==> config.mk <==
export PLATFORM = sky130hd
export DESIGN_NAME = gcd_sqrt_cell
export DESIGN_NICKNAME = d
export VERILOG_FILES = /design/src/design/great_circle_distance_unit_macros.svh /design/src/design/gcd_sqrt_cell.sv
export SDC_FILE = /design/constraint.sdc
export NUM_CORES = 1
export LEC_CHECK = 0
export ABC_CLOCK_PERIOD_IN_PS = 5300
export BUFFER_PORTS_ARGS = -buffer_cell sky130_fd_sc_hd__buf_2
export CORE_MARGIN = 1.5
export CORE_UTILIZATION = 55
export CTS_BUF_LIST = sky130_fd_sc_hd__clkbuf_4
export DETAILED_ROUTE_END_ITERATION = 10
export PLACE_DENSITY_LB_ADDON = 0.25
export RECOVER_POWER = 25
export SLEW_MARGIN = 30
export SYNTH_ARGS = -nofsm -noshare
export SYNTH_HDL_FRONTEND = slang
export SYNTH_SLANG_ARGS = --single-unit
==> constraint.sdc <==
create_clock -name clk -period 5.3 [get_ports clk]
set_input_delay 0 -clock clk [delete_from_list [all_inputs] [get_ports clk]]
set_output_delay 0 -clock clk [all_outputs]
set_load 0.02 [all_outputs]
==> src/design/great_circle_distance_unit_macros.svh <==
// ----------------------------------------------------------------------------
// Great-circle distance unit: assertion macros
// Concurrent checks that compile away in synthesis.
// ----------------------------------------------------------------------------
`ifndef GREAT_CIRCLE_DISTANCE_UNIT_MACROS_SVH
`define GREAT_CIRCLE_DISTANCE_UNIT_MACROS_SVH
`ifndef SYNTHESIS
`define GCD_ASSERT_IMP(name, clk, rst_n, ante, cons) \
  name: assert property (@(posedge clk) disable iff (!rst_n) (ante) |-> (cons)) \
    else $error("same-cycle check failed");
`define GCD_ASSERT_NXT(name, clk, rst_n, ante, cons) \
  name: assert property (@(posedge clk) disable iff (!rst_n) (ante) |=> (cons)) \
    else $error("next-cycle check failed");
`else
`define GCD_ASSERT_IMP(name, clk, rst_n, ante, cons)
`define GCD_ASSERT_NXT(name, clk, rst_n, ante, cons)
`endif
`endif

==> src/design/gcd_sqrt_cell.sv <==
// ----------------------------------------------------------------------------
// Square root cell
// One result bit of the digit-by-digit integer square root, registered.
// ----------------------------------------------------------------------------
module gcd_sqrt_cell #(
  parameter int IDX = 0
) (
  input  logic        clk,
  input  logic        en,
  input  logic [63:0] v_in,
  input  logic [63:0] r_in,
  output logic [63:0] v_out,
  output logic [63:0] r_out
);

  localparam logic [63:0] BIT = 64'd1 << (62 - 2 * IDX);

  logic [63:0] t;
  logic [63:0] v_r, r_r;

  assign t = r_in + BIT;

  always_ff @(posedge clk) begin
    if (en) begin
      if (v_in >= t) begin
        v_r <= v_in - t;
        r_r <= (r_in >> 1) + BIT;
      end else begin
        v_r <= v_in;
        r_r <= r_in >> 1;
      end
    end
  end

  assign v_out = v_r;
  assign r_out = r_r;

endmodule

* Yosys cells after proc, flatten, opt, wreduce, memory -nomap -nowiden
Index checks and enable logic that the tools add are counted.
Word-level totals: input port bits 130, output and inout port bits 128, register bits 128, word-level logic and storage cells 9
Cells by class: $lt $le $gt $ge 1, $add $sub $neg 3, mux-type cells 2
Operators with widths (count):
- $add A63 B63 Y64 const B | 1
- $add A64 B63 Y64 const B | 1
- $ge A64 B64 Y1 | 1
- $mux W64 | 1
- $sub A64 B64 Y64 | 1
- $mux W63 | 1

* Depth between registers and ports, before layout
depth in word-level cells 3, depth in mapped cells 14, mapped depth without buffers 13

* Least setup slack after synthesis
No wires, ideal clock.
kind input to register, start input r_in[16], end register v_r[60] (netlist: v_out[60]), data pin, path buffers 0, arrival 2.602 ns, slack 2.440 ns, stages 12, data required time 5.043 ns, library setup time 0.257 ns, cells stage by stage inv_1 -> ha_1 -> and2_1 -> nand3_1 -> or3_1 -> a41o_1 -> nor3_2 -> o21ai_1 -> o41ai_4 -> or4b_1 -> a21oi_1 -> nor3_1
On the way: word-level cells in the longest chain between the ends 3, elaborated cells between the ends (all ways) 4, those cells by class add/sub: 2; order compare: 1; mux: 1
RTL lines:
- start, declared | line gcd_sqrt_cell.sv:11 | input logic [63:0] r_in,
- $add A64 B63 Y64 * | line gcd_sqrt_cell.sv:21 | assign t = r_in + BIT;
- $sub A64 B64 Y64 or $ge A64 B64 Y1 (tied branches) | line gcd_sqrt_cell.sv:26, gcd_sqrt_cell.sv:25
- $mux W64 * | line gcd_sqrt_cell.sv:25 | if (v_in >= t) begin
- end signal, assigned | line gcd_sqrt_cell.sv:26 | v_r <= v_in - t;
- end signal, assigned | line gcd_sqrt_cell.sv:29 | v_r <= v_in;
- end, declared | line gcd_sqrt_cell.sv:19 | logic [63:0] v_r, r_r;
Every way passes the cells marked *; elsewhere a longest branch is shown, timed or not. A chain may end at the register's enable or synchronous reset.

* Worst setup path in the final report
start input r_in[3], end register v_r[0] (netlist: v_out[0]), data pin
On the way: word-level cells in the longest chain between the ends 3
RTL lines (line):
- $add A64 B63 Y64 | gcd_sqrt_cell.sv:21
- $ge A64 B64 Y1 | gcd_sqrt_cell.sv:25
- $mux W64 | gcd_sqrt_cell.sv:25
No other way between the ends.

==> metrics.yaml <==
rsz0062_at_grt: "no"
pwr-share-clk_pct: 27.1
p_leak_nw: 5.226
htreeDepth: 4
synth_seq_cells: 128
synth_edf_count: 128
antenna_left: 0
p_per_area_nw_per_um2: 281.1
yosys_warnings: 0
finalNonFillerCells: 1481
cp.required_ns: 5.64
netlist_area_sq_um: 8610
ir_worst_vdd_mv: 0.1656
yosys-top-cells-area: "edfxtp_1, ha_1, a21oi_1"
fin_hold_ws_ns: 0.08130
place_inst: 1319
critPathSlowestCell: "o41ai_1"
core_sq_um: 15260
fmax_ghz: 0.2618
min_period_ns: 3.819
die_w_microns: 128.1
ioPinCount: 258
worstPathArrival_ns: 4.16
die_h_microns: 128.1
yosys.area.top_type_share_pct: 44.64
synth_nets: 1080
worst_pin_slew_ns: 3.412
final_util_pct: 76.28
synth-main-ff-cell: "edfxtp_1"
dp_hpwl_microns: 16860
status: "finished with violations"
fin_setup_tns_ns: 0
crit_end: "v_out[0]"
worst_slack_ns: 1.481
routabilityCongestion: 0.9260
drc: 0
cts_inserted_buffers: 17
via_per_inst: 5.519
finalSetupViolations: 0
switchingPower_mw: 1.098
antenna_found_initial: 1
synth_async_sr_flop_share_pct: 0
p_sw_share_pct: 33.54
violations: "capacitance limit, slew limit"
first_pass_iters: 5
post_cts_buffers: 0
numClockSinks: 128
track_usage_pct: 30.37
drt_iter0_markers: 630
maxSlewHeadroom_pct: -127.4
intPower_mw: 2.174
clkSlewWorstSetupHoldPaths_ns: 0.12
cts_tree: "done"
drt_wl_total_microns: 25120
place_ws_ns: 1.708
synth_top_area_cell: "edfxtp_1"
clockRootBuffer: "clkbuf_4"
critical_path_depth: 15
total_power_mw: 3.272
p_seq_share_pct: 39.6
clockBufferDepth: 2
synth_cells: 885
drive_gt1_share_pct: 20.02
synth_most_common_cell: "edfxtp_1"
grt_start_max_net_pins: 82
cp_max_fo: 81
grt_pass1_vias: 8026
vias: 8173
fill_cells: 1049
min_period_over_period_pct: 72.06
place_area_sq_um: 10050
io_buffers: 257
hold_buffers: 129
crit_chain: "dlygate4sd3_1 > clkbuf_1 > inv_1 > ha_1 > o211ai_1 > a21oi_1 > o41ai_1 > nor4bb_1 > nor3_2 > o21ai_1 > o41ai_4 > buf_12 > nor2_1 > a21oi_1 > dlygate4sd3_1"
slowest_delay_ns: 0.62
yosysSeqAreaShare_pct: 44.64
power.share.combinational_pct: 33.2
die-area_sq_um: 16410
grt_first_pass_wirelength_microns: 38740
crit_path_start_kind: "input port"
initial_utilization_pct: 56.42
ys_types: 58
overflow: 0
rows: 45
avgRoutedWirePerCell_microns: 16.96
worst-path-buf-inv: 5
slew_violations: 64
avgSynthCellArea_sq_um: 9.728
hold_viol: 0
drv_cap: 1
criticalPathCategory: "input port to flop"
hp-class: "input port to flop"
startpoint: "r_in[3]"
synth_common_cells: "edfxtp_1, a21oi_1, nor2_1"
cts.repair.resized: 0
critPathTopFamily: "buffers and inverters"
finish.instance_area_sq_um: 11640
syn2layout_area_growth_pct: 35.18
fin_nets: 1451
cp-end-kind: "flop"
## layout make-up
| class | instances | area, sq um | share of cell area [%] |
|---|---|---|---|
| diodes | 1 | 2.502 | 0.02150 |
| flip-flops and latches | 128 | 3844 | 33.03 |
| repair buffers | 389 | 2544 | 21.86 |
| clock inverters | 14 | 237.7 | 2.043 |
| inverters | 78 | 292.8 | 2.516 |
| multi-input cells | 642 | 4319 | 37.11 |
| clock buffers | 18 | 135.1 | 1.161 |
| well taps | 211 | 264.0 | 2.268 |
## worst min-delay path by stage
stage	start	endpoint	slack, ns	cells past startpoint
detailed placement	r_in[51]	r_out[50]	0.19	1
finish	r_in[0]	v_out[1]	0.08	4
floorplan	r_in[1]	r_out[0]	0.1	0
CTS	r_in[0]	v_out[1]	0.06	4
global route	r_in[0]	v_out[1]	0.11	4
global placement	r_in[5]	r_out[4]	0.19	1
## state kept, by name, summed over array words and instances (netlist names)
name   cells
r_out     64
v_out     64
## cells in the final DEF (no fill, tap or decap), drive strengths merged, types with 5 or more instances in the layout
| master | instances |
|---|---|
| edfxtp | 128 |
| inv | 79 |
| o211ai | 7 |
| a21o | 49 |
| ha | 64 |
| clkinv | 5 |
| and2 | 10 |
| a21boi | 5 |
| buf | 203 |
| o21bai | 11 |
| o31a | 5 |
| nor3 | 12 |
| nor2 | 82 |
| o21a | 7 |
| dlygate4sd3 | 129 |
| mux2 | 14 |
| o21ai | 43 |
| and3 | 13 |
| xnor2 | 36 |
| a41oi | 5 |
| nand4 | 18 |
| a21oi | 111 |
| nand2 | 52 |
| clkbuf | 75 |
| xor2 | 20 |
| a31oi | 7 |
| bufinv | 6 |
| nand3 | 14 |
| nor2b | 10 |
## metal layers
layer / part of all wire [%] / GRT usage (%)
met1: 39 / 35.45
met2: 49 / 53.13
met3: 7.8 / 7.053
met4: 3.4 / 13.88
met5: 0 / 0
## power groups by stage
stage                     clock network, mW  registers [mW]  logic, mW
after floorplan                           0            1.47      0.519
after global placement                    0            1.31      0.972
after detailed placement                  0            1.31      0.991
after CTS                             0.883            1.29       1.07
after global routing                  0.929            1.31       1.18
final                                 0.887            1.30       1.09
## kinds of logic (layout without fill, tap and decap cells)
kind of cell               count (synthesis)  in the layout  synth area share (%)
and+or+nand+nor                          234            234                 13.18
adders and majority gates                 65             65                 9.534
xor gates and xnor gates                  56             56                 5.697
other                                      0              1                     0
buffers and inverters                    115            499                 5.188
DFF                                      128            128                 44.64
muxes                                     15             15                 1.947
AOI/OAI and AO/OA                        272            272                 19.81
No activity file was read; power rests on OpenSTA's default activity.
