--- config.mk ---
export PLATFORM = sky130hd
export DESIGN_NAME = gcd_cordic_cell
export DESIGN_NICKNAME = d
export VERILOG_FILES = /design/src/design/great_circle_distance_unit_macros.svh /design/src/design/gcd_pkg.sv /design/src/design/gcd_cordic_cell.sv
export SDC_FILE = /design/constraint.sdc
export NUM_CORES = 1
export LEC_CHECK = 0
export ABC_AREA = 1
export BUFFER_PORTS_ARGS = -buffer_cell sky130_fd_sc_hd__buf_2
export CAP_MARGIN = 20
export CORE_MARGIN = 2
export CORE_UTILIZATION = 50
export DETAILED_ROUTE_END_ITERATION = 16
export GPL_ROUTABILITY_DRIVEN = 1
export GPL_TIMING_DRIVEN = 0
export PLACE_DENSITY = 0.71
export SKIP_CTS_REPAIR_TIMING = 1
export SKIP_LAST_GASP = 1
export SLEW_MARGIN = 20
export SYNTH_ARGS = -nofsm -noshare
export SYNTH_HDL_FRONTEND = slang
export SYNTH_SLANG_ARGS = --single-unit
--- constraint.sdc ---
create_clock -name clk -period 4.48 [get_ports clk]
set_input_delay 0.672 -clock clk [delete_from_list [all_inputs] [get_ports clk]]
set_output_delay 0.672 -clock clk [all_outputs]
set_load 0.01 [all_outputs]
--- src/design/great_circle_distance_unit_macros.svh ---
// ----------------------------------------------------------------------------
// Great-circle distance unit: assertion macros
// Concurrent checks that compile away in synthesis.
// ----------------------------------------------------------------------------
`ifndef GREAT_CIRCLE_DISTANCE_UNIT_MACROS_SVH
`define GREAT_CIRCLE_DISTANCE_UNIT_MACROS_SVH
`ifndef SYNTHESIS
`define GCD_ASSERT_IMP(name, clk, rst_n, ante, cons) \
  name: assert property (@(posedge clk) disable iff (!rst_n) (ante) |-> (cons)) \
    else $error("same-cycle check failed");
`define GCD_ASSERT_NXT(name, clk, rst_n, ante, cons) \
  name: assert property (@(posedge clk) disable iff (!rst_n) (ante) |=> (cons)) \
    else $error("next-cycle check failed");
`else
`define GCD_ASSERT_IMP(name, clk, rst_n, ante, cons)
`define GCD_ASSERT_NXT(name, clk, rst_n, ante, cons)
`endif
`endif

--- src/design/gcd_pkg.sv ---
// ----------------------------------------------------------------------------
// Great-circle distance package
// Field widths, Q60 constants, pipeline latencies and the CORDIC angle function.
// ----------------------------------------------------------------------------
package gcd_pkg;

  localparam int LAT_W    = 31;
  localparam int LON_W    = 32;
  localparam int ANG_W    = 33;
  localparam int ACC_W    = 27;
  localparam int DLT_W    = 28;
  localparam int DIST_W   = 31;
  localparam int RAD_W    = 23;
  localparam int RAD100_W = 30;

  typedef logic signed [63:0] q60_t;

  localparam logic [63:0] PI_Q60  = 64'h3243F6A8885A308D;
  localparam q60_t        ONE_Q60 = 64'sh1000000000000000;
  localparam q60_t        K_Q60   = 64'sd700114967498147786;

  localparam logic signed [34:0] FULL_TURN    = 35'sd3600000000;
  localparam logic signed [34:0] HALF_TURN    = 35'sd1800000000;
  localparam logic signed [34:0] QUARTER_TURN = 35'sd900000000;

  // pi in Q60 per 1e-7 degree, split into quotient and remainder
  localparam logic [63:0] PI_DIV_HALF = PI_Q60 / 64'd1800000000;
  localparam logic [63:0] PI_MOD_HALF = PI_Q60 % 64'd1800000000;
  // reciprocal of a half turn scaled by 2^59
  localparam logic [63:0] RECIP_HALF  = (64'd1 << 59) / 64'd1800000000;

  localparam logic [RAD100_W-1:0] RAD100_RESET = 30'd637101000;

  localparam int MUL_LAT    = 5;
  localparam int PREP_LAT   = 5;
  localparam int SQRT_STEPS = 32;

  function automatic longint pw(int i, int m);
    int e;
    e = i * m;
    if (e > 60) return 64'sd0;
    return longint'(64'd1 << (60 - e));
  endfunction

  // atan(2^-i) in Q60 from the truncated series
  function automatic q60_t atan_q60(int i);
    longint s;
    s = 0;
    if (i == 0) return q60_t'(PI_Q60 >> 2);
    s = pw(i, 1)       - pw(i, 3) / 3   + pw(i, 5) / 5   - pw(i, 7) / 7
      + pw(i, 9) / 9   - pw(i, 11) / 11 + pw(i, 13) / 13 - pw(i, 15) / 15
      + pw(i, 17) / 17 - pw(i, 19) / 19 + pw(i, 21) / 21 - pw(i, 23) / 23
      + pw(i, 25) / 25 - pw(i, 27) / 27 + pw(i, 29) / 29 - pw(i, 31) / 31
      + pw(i, 33) / 33 - pw(i, 35) / 35 + pw(i, 37) / 37 - pw(i, 39) / 39
      + pw(i, 41) / 41 - pw(i, 43) / 43 + pw(i, 45) / 45 - pw(i, 47) / 47
      + pw(i, 49) / 49 - pw(i, 51) / 51 + pw(i, 53) / 53 - pw(i, 55) / 55
      + pw(i, 57) / 57 - pw(i, 59) / 59;
    return q60_t'(s);
  endfunction

endpackage

--- src/design/gcd_cordic_cell.sv ---
// ----------------------------------------------------------------------------
// CORDIC cell
// One micro-rotation step in rotation or vectoring mode, registered.
// ----------------------------------------------------------------------------
module gcd_cordic_cell #(
  parameter int IDX = 0,
  parameter bit VEC = 1'b0
) (
  input  logic          clk,
  input  logic          en,
  input  gcd_pkg::q60_t x_in,
  input  gcd_pkg::q60_t y_in,
  input  gcd_pkg::q60_t z_in,
  output gcd_pkg::q60_t x_out,
  output gcd_pkg::q60_t y_out,
  output gcd_pkg::q60_t z_out
);
  import gcd_pkg::*;

  localparam q60_t ANGLE = atan_q60(IDX);

  q60_t dx, dy;
  q60_t x_nxt, y_nxt, z_nxt;
  q60_t x_r, y_r, z_r;
  logic up;

  assign dx = y_in >>> IDX;
  assign dy = x_in >>> IDX;
  // vectoring drives y to zero, rotation drives z to zero
  assign up = VEC ? !y_in[63] : z_in[63];

  always_comb begin
    if (up) begin
      x_nxt = x_in + dx;
      y_nxt = y_in - dy;
      z_nxt = z_in + ANGLE;
    end else begin
      x_nxt = x_in - dx;
      y_nxt = y_in + dy;
      z_nxt = z_in - ANGLE;
    end
  end

  always_ff @(posedge clk) begin
    if (en) begin
      x_r <= x_nxt;
      y_r <= y_nxt;
      z_r <= z_nxt;
    end
  end

  assign x_out = x_r;
  assign y_out = y_r;
  assign z_out = z_r;

endmodule

# ---- Yosys cells after proc, flatten, opt, wreduce, memory -nomap -nowiden
# Index checks and enable logic that the tools add are counted.
dict set report word_totals {
  register_bits 192
  inputBits 194
  output_inout_bits 192
  word_cells 11
}
dict set report classes {
  addsub 5
  mux 3
}
# op count
set ops {}
lappend ops {{$mux W64} 3}
lappend ops {{$sub A64 B64 Y64} 2}
lappend ops {{$add A64 B61 Y64 const B} 1}
lappend ops {{$add A64 B64 Y64} 1}
lappend ops {{$sub A64 B61 Y64 const B} 1}

# ---- Longest topological paths before layout
# Gate-level depths: netlist of the first run.
dict set report depth {
  ltp_word 2
  ltp_mapped 19
  ltp_nobuf 18
}

# ---- Worst setup path before layout of the first run
# OpenSTA, ideal clock, no wires.
dict set report synth_path {
  path_type {in2reg}
  start {input z_in[63]}
  end {register z_r[41] (netlist: z_out[41]), data pin}
  setup_time_ns 0.259
  arrival_ns 3.046
  required_ns 4.221
  setup_slack_ns 1.175
  cell_stages 14
  path_buffers 3
  path_cell_list {clkbuf_1 -> inv_1 -> buf_2 -> buf_2 -> ha_1 -> a21oi_1 -> nand2_1 -> nand2_1 -> nand2_2 -> a21oi_1 -> o21ai_1 -> nand2_1 -> nand2_1 -> xor2_1}
}
dict set report synth_via {
  elab_chain_cells 1
}
# item line
set synth_lines {}
lappend synth_lines {{start, declared} gcd_cordic_cell.sv:13} ;# input gcd_pkg::q60_t z_in,
lappend synth_lines {{$mux W64} gcd_cordic_cell.sv:33} ;# if (up) begin
lappend synth_lines {{via z_nxt[41]} gcd_cordic_cell.sv:23} ;# q60_t x_nxt, y_nxt, z_nxt;
lappend synth_lines {{end signal, assigned} gcd_cordic_cell.sv:48} ;# z_r <= z_nxt;
lappend synth_lines {{end, declared} gcd_cordic_cell.sv:24} ;# q60_t x_r, y_r, z_r;
# The timed path passes the listed nets, and every way through them passes these cells.
# A chain may end at the register's enable or synchronous reset.

# ---- Final worst setup path of the first run
dict set report layout_path {
  start {input z_in[63]}
  end {register z_r[50] (netlist: z_out[50]), data pin}
}
# Same word-level chain as after synthesis.

==> out/metrics.yaml, run 1 <==
grt_max_degree: 107
portBuffers: 385
design_area_mm2: 0.0320
start_kind: "input port"
powerDensity_mw_per_mm2: 254
drive_gt1_share_pct: 10.7
cts.sinks: 191
criticalPathCategory: "in2reg"
grt.overflow.total: 0
power_w: 0.00811
worst_pin_slew_ns: 1.24
fmax_ghz: 0.233
fin_crit_ns: 4.29
finalCritPeriodShare_pct: 95.7
synth_seq_area_share_pct: 20.2
synth.most_common_cell: "nand2_1"
rsz0062_at_grt: "no"
design.core.area_mm2: 0.0563
ant_nets: 0
start_util_pct: 50.5
drt-total-wl_mm: 125
async_flop_share_pct: 0
numCtsBuffers: 17
die_area_mm2: 0.0588
dpl_cell_area_mm2: 0.0313
chipHeight_um: 242
cts_buffer_depth: 2
gr-usage-all-layers_pct: 41.2
hpwl_mm: 105
syn-cell-area_mm2: 0.0284
fin_ws_ns: 0.191
placedCellCount: 6086
cap_violations: 0
critPathTopFamily: "buffers and inverters"
instances_no_fill: 6120
ys_types: 42
cp.required_ns: 4.74
drcViolationCount: 0
path_buf_inv: 5
htree_levels: 4
avgSynthCellArea_um2: 5.75
hp-class: "in2reg"
p_leak_nw: 18.1
hold_viol_final: 0
ios: 386
cts_root_buf: "clkbuf_16"
synthTopCellsByCount: "nand2_1 (1794), inv_1 (1015), nor2_1 (399)"
drv_slew: 0
wire_per_inst_um: 20.4
synth_cells: 4944
vias_per_cell: 5.44
synth_edf_count: 191
worstSetupEndpointType: "flip-flop"
max_stage_delay_ns: 0.54
pre_cts_ws_ns: -0.275
peakVddDrop_mv: 0.335
yosys.area.top_type: "nand2_1"
fin_nets: 5814
path_cells: "buf_2, clkbuf_1, inv_1, buf_2, buf_6, ha_1, a21oi_1, nand2_1, nand2_1, nand2_1, a21oi_1, o21ai_0, nand3_1, nand2_1, nand2_1, nand2_1"
drt_iter0_drc: 3802
finalSetupViolCount: 0
yosysTopAreaCellShare_pct: 23.7
crit_arrival_ns: 4.55
crit_fanout: 46
yosys_register_bits: 191
ys.flop_type: "edfxtp_1"
via_count: 33300
syn_nets: 5408
ys_top_cells_by_area: "nand2_1 (24%), edfxtp_1 (20%), inv_1 (13%)"
status: "complete, no violations"
cts_tree: "built"
yosysWarnings: 0
first_global_vias: 30200
critPathMostFrequentCell: "nand2_1"
area_growth_pct: 12.5
rows: 87
crit_path_top_delay_cell: "buf_2"
path_clk_slew_ns: 0.08
antenna_found_initial: 5
routabilityCongestion: 1.07
die_x_um: 242
max_slew_margin_pct: 17.2
drt-pass1-iter-count: 6
grt_pass1_wl_mm: 180
==> kinds of logic (layout without fill, tap and decap cells) <==
group / Yosys count / count (layout) / share of synthesized area [%]
AOI/OAI and AO/OA: 557 / 557 / 10.4
DFF: 191 / 191 / 20.2
buffers and inverters: 1115 / 1534 / 15.5
muxes: 1 / 1 / 0.0352
adders and majority gates: 270 / 270 / 12.0
xor gates and xnor gates: 88 / 88 / 2.71
and+or+nand+nor: 2722 / 2722 / 39.2
other: 0 / 1 / 0
==> worst paths after layout <==
kind	start	endpoint	cells after the start
worst max-delay path	z_in[63]	z_out[50]	16
worst min-delay path	z_in[0]	z_out[0]	2
==> state kept, by name, indices dropped and copies added (netlist names) <==
register	cells
x_out	64
z_out	64
y_out	63
==> report_power, final <==
group          total (W)  internal (W)  switching, W  leakage [nW]
registers        0.00239       0.00232     0.0000715          1.87
logic            0.00401       0.00118       0.00283          15.9
clock network    0.00171      0.000808      0.000900         0.296
==> final cells by class <==
type,instances,area (um2)
inverter,1025,3850
tap,756,946
clock buffer,17,425
antenna,1,2.50
buffer,90,572
sequential,191,5740
clock inverter,15,189
fill,5915,24300
timing repair buffer,387,1980
multi-input combinational,3638,18300
==> stage by stage <==
step           util [%]  hold WS (ns)  TNS (ns)
2_1_floorplan         -         0.784         0
3_3_place_gp       55.6         0.979    -14.06
3_5_place_dp       55.7         0.981     -1.22
4_1_cts            56.8         0.434         0
5_1_grt            56.8         0.468         0
6_report           56.8         0.458         0
==> layer usage <==
| metal | GRT usage (%) | share of wire [%] | vias to the layer above |
|---|---|---|---|
| li1 | - | - | 16100 |
| met5 | 0 | 0 | - |
| met4 | 21.6 | 5.9 | 0 |
| met2 | 63.7 | 42 | 1841 |
| met3 | 8.54 | 11 | 331 |
| met1 | 54.0 | 40 | 15100 |
==> placed cells by master, fill, tap and decap left out, types with 11 or more instances in the layout <==
cell / instances
nor3_1: 25
o21bai_1: 35
o22ai_1: 14
nand3_1: 368
clkbuf_1: 11
nand4_1: 46
o21ai_1: 12
inv_1: 1015
nor2_1: 399
buf_2: 409
nor2_2: 34
o21ai_0: 178
a21oi_1: 289
nand2_2: 15
nand2_1: 1794
ha_1: 267
edfxtp_1: 191
clkbuf_16: 17
buf_4: 34
xor2_1: 80
and2_1: 11
(Power assumes the default switching activity.)
==> run 2: changes to the inputs <==
CORE_UTILIZATION = 35   (was 50)
PLACE_DENSITY = unset   (was 0.71)
==> out/metrics.yaml, run 2 (synthesis gave the netlist of run 1 again) <==
status: "complete, no violations"
numCtsBuffers: 17
drt-pass1-iter-count: 10
layout_common_cells: "nand2_1 (1794), inv_1 (1015), buf_2 (406)"
vias_per_cell: 5.11
portBuffers: 385
grt.overflow.total: 0
criticalPathCategory: "in2reg"
worstSetupEndpointType: "flip-flop"
start_kind: "input port"
seqPwrFrac_pct: 29.4
crit_path_top_delay_cell: "buf_4"
area_growth_pct: 13.9
mostFrequentLayoutCell: "nand2_1"
ios: 386
cts_buffer_depth: 2
via_count: 32900
path_cells: "clkbuf_4, clkbuf_1, inv_1, buf_2, buf_4, ha_1, a21oi_1, nand2_1, nand2_1, nand2_1, a21oi_1, o21ai_1, nand3_1, nand2_1, nand2_1, nand2_1"
finalCritPeriodShare_pct: 95.5
cts.sinks: 191
cts_tree: "built"
grt_max_degree: 102
chipHeight_um: 289
antenna_found_initial: 2
start_util_pct: 35.3
max_stage_delay_ns: 0.67
cts_root_buf: "clkbuf_16"
rows: 104
swShare_pct: 47.7
fin_crit_ns: 4.28
path_clk_slew_ns: 0.08
critPathTopFamily: "buffers and inverters"
cp.required_ns: 4.76
routabilityCongestion: 1.01
hp-class: "in2reg"
drive_gt1_share_pct: 10.7
p_int_w: 0.00426
fin_nets: 5816
drt-total-wl_mm: 135
ant_nets: 0
grt_pass1_wl_mm: 191
design.core.area_mm2: 0.0804
totalNegativeSetupSlack_ns: 0
peakVddDrop_mv: 0.265
drcViolationCount: 0
worst_pin_slew_ns: 1.31
htree_levels: 4
die_area_mm2: 0.0835
max_slew_margin_pct: 12.8
switchingPower_w: 0.00388
gr-usage-all-layers_pct: 31.6
hold_viol_final: 0
final_util_pct: 40.2
powerDensity_mw_per_mm2: 251
critPathMostFrequentCell: "nand2_1"
first_global_vias: 30800
finalSetupViolCount: 0
wire_per_inst_um: 21.1
drt_iter0_drc: 3125
p_leak_nw: 18.1
fmax_ghz: 0.234
path_buf_inv: 5
rsz0062_at_grt: "no"
clkPwrFrac_pct: 20.6
cap_violations: 0
drv_slew: 0
die_x_um: 289
p_comb_share_pct: 50.0
crit_fanout: 46
hpwl_mm: 116
crit_arrival_ns: 4.55
## run 2: area by class of cell
type / instances / area, um2
multi-input cells: 3638 / 18300
clock buffers: 17 / 425
plain buffers: 90 / 566
well taps: 1060 / 1330
inverters: 1025 / 3850
fillers: 9149 / 48100
flip-flops and latches: 191 / 5740
clock inverters: 15 / 168
repair buffers: 389 / 2020
diodes: 1 / 2.50
## run 2: metrics by stage
stage          worst slack (ns)  total power, W  hold slack [ns]  area [um2]  instances
2_1_floorplan              1.18         0.00477            0.784       28400       4944
3_3_place_gp             -0.999         0.00641            0.997       31700       6389
3_5_place_dp             -0.595         0.00640            0.995       31800       6392
4_1_cts                 -0.0177         0.00811            0.430       32300       6424
5_1_grt                  0.0275         0.00860            0.450       32400       6426
6_report                  0.201         0.00814            0.470       32400       6426
## run 2: path summary, 6_finish.rpt
check	from	endpoint	slack, ns	cells past startpoint
max	z_in[63]	z_out[50]	0.20	16
min	z_in[0]	z_out[0]	0.47	2
## run 2: power by group through the flow
stage | Sequential [W] | Combinational (W) | Clock [W]
2_1_floorplan | 0.00258 | 0.00219 | 0
3_3_place_gp | 0.00244 | 0.00397 | 0
3_5_place_dp | 0.00244 | 0.00397 | 0
4_1_cts | 0.00240 | 0.00399 | 0.00172
5_1_grt | 0.00242 | 0.00442 | 0.00177
6_report | 0.00239 | 0.00407 | 0.00168
## run 2: routing by layer
layer  global-route usage, %  share of wire, %  wire length [um]
met1                    41.0                43             57800
met2                    53.2                46             62000
met3                    3.57               7.1              9620
met4                    13.4               4.5              6030
met5                       0                 0                 0
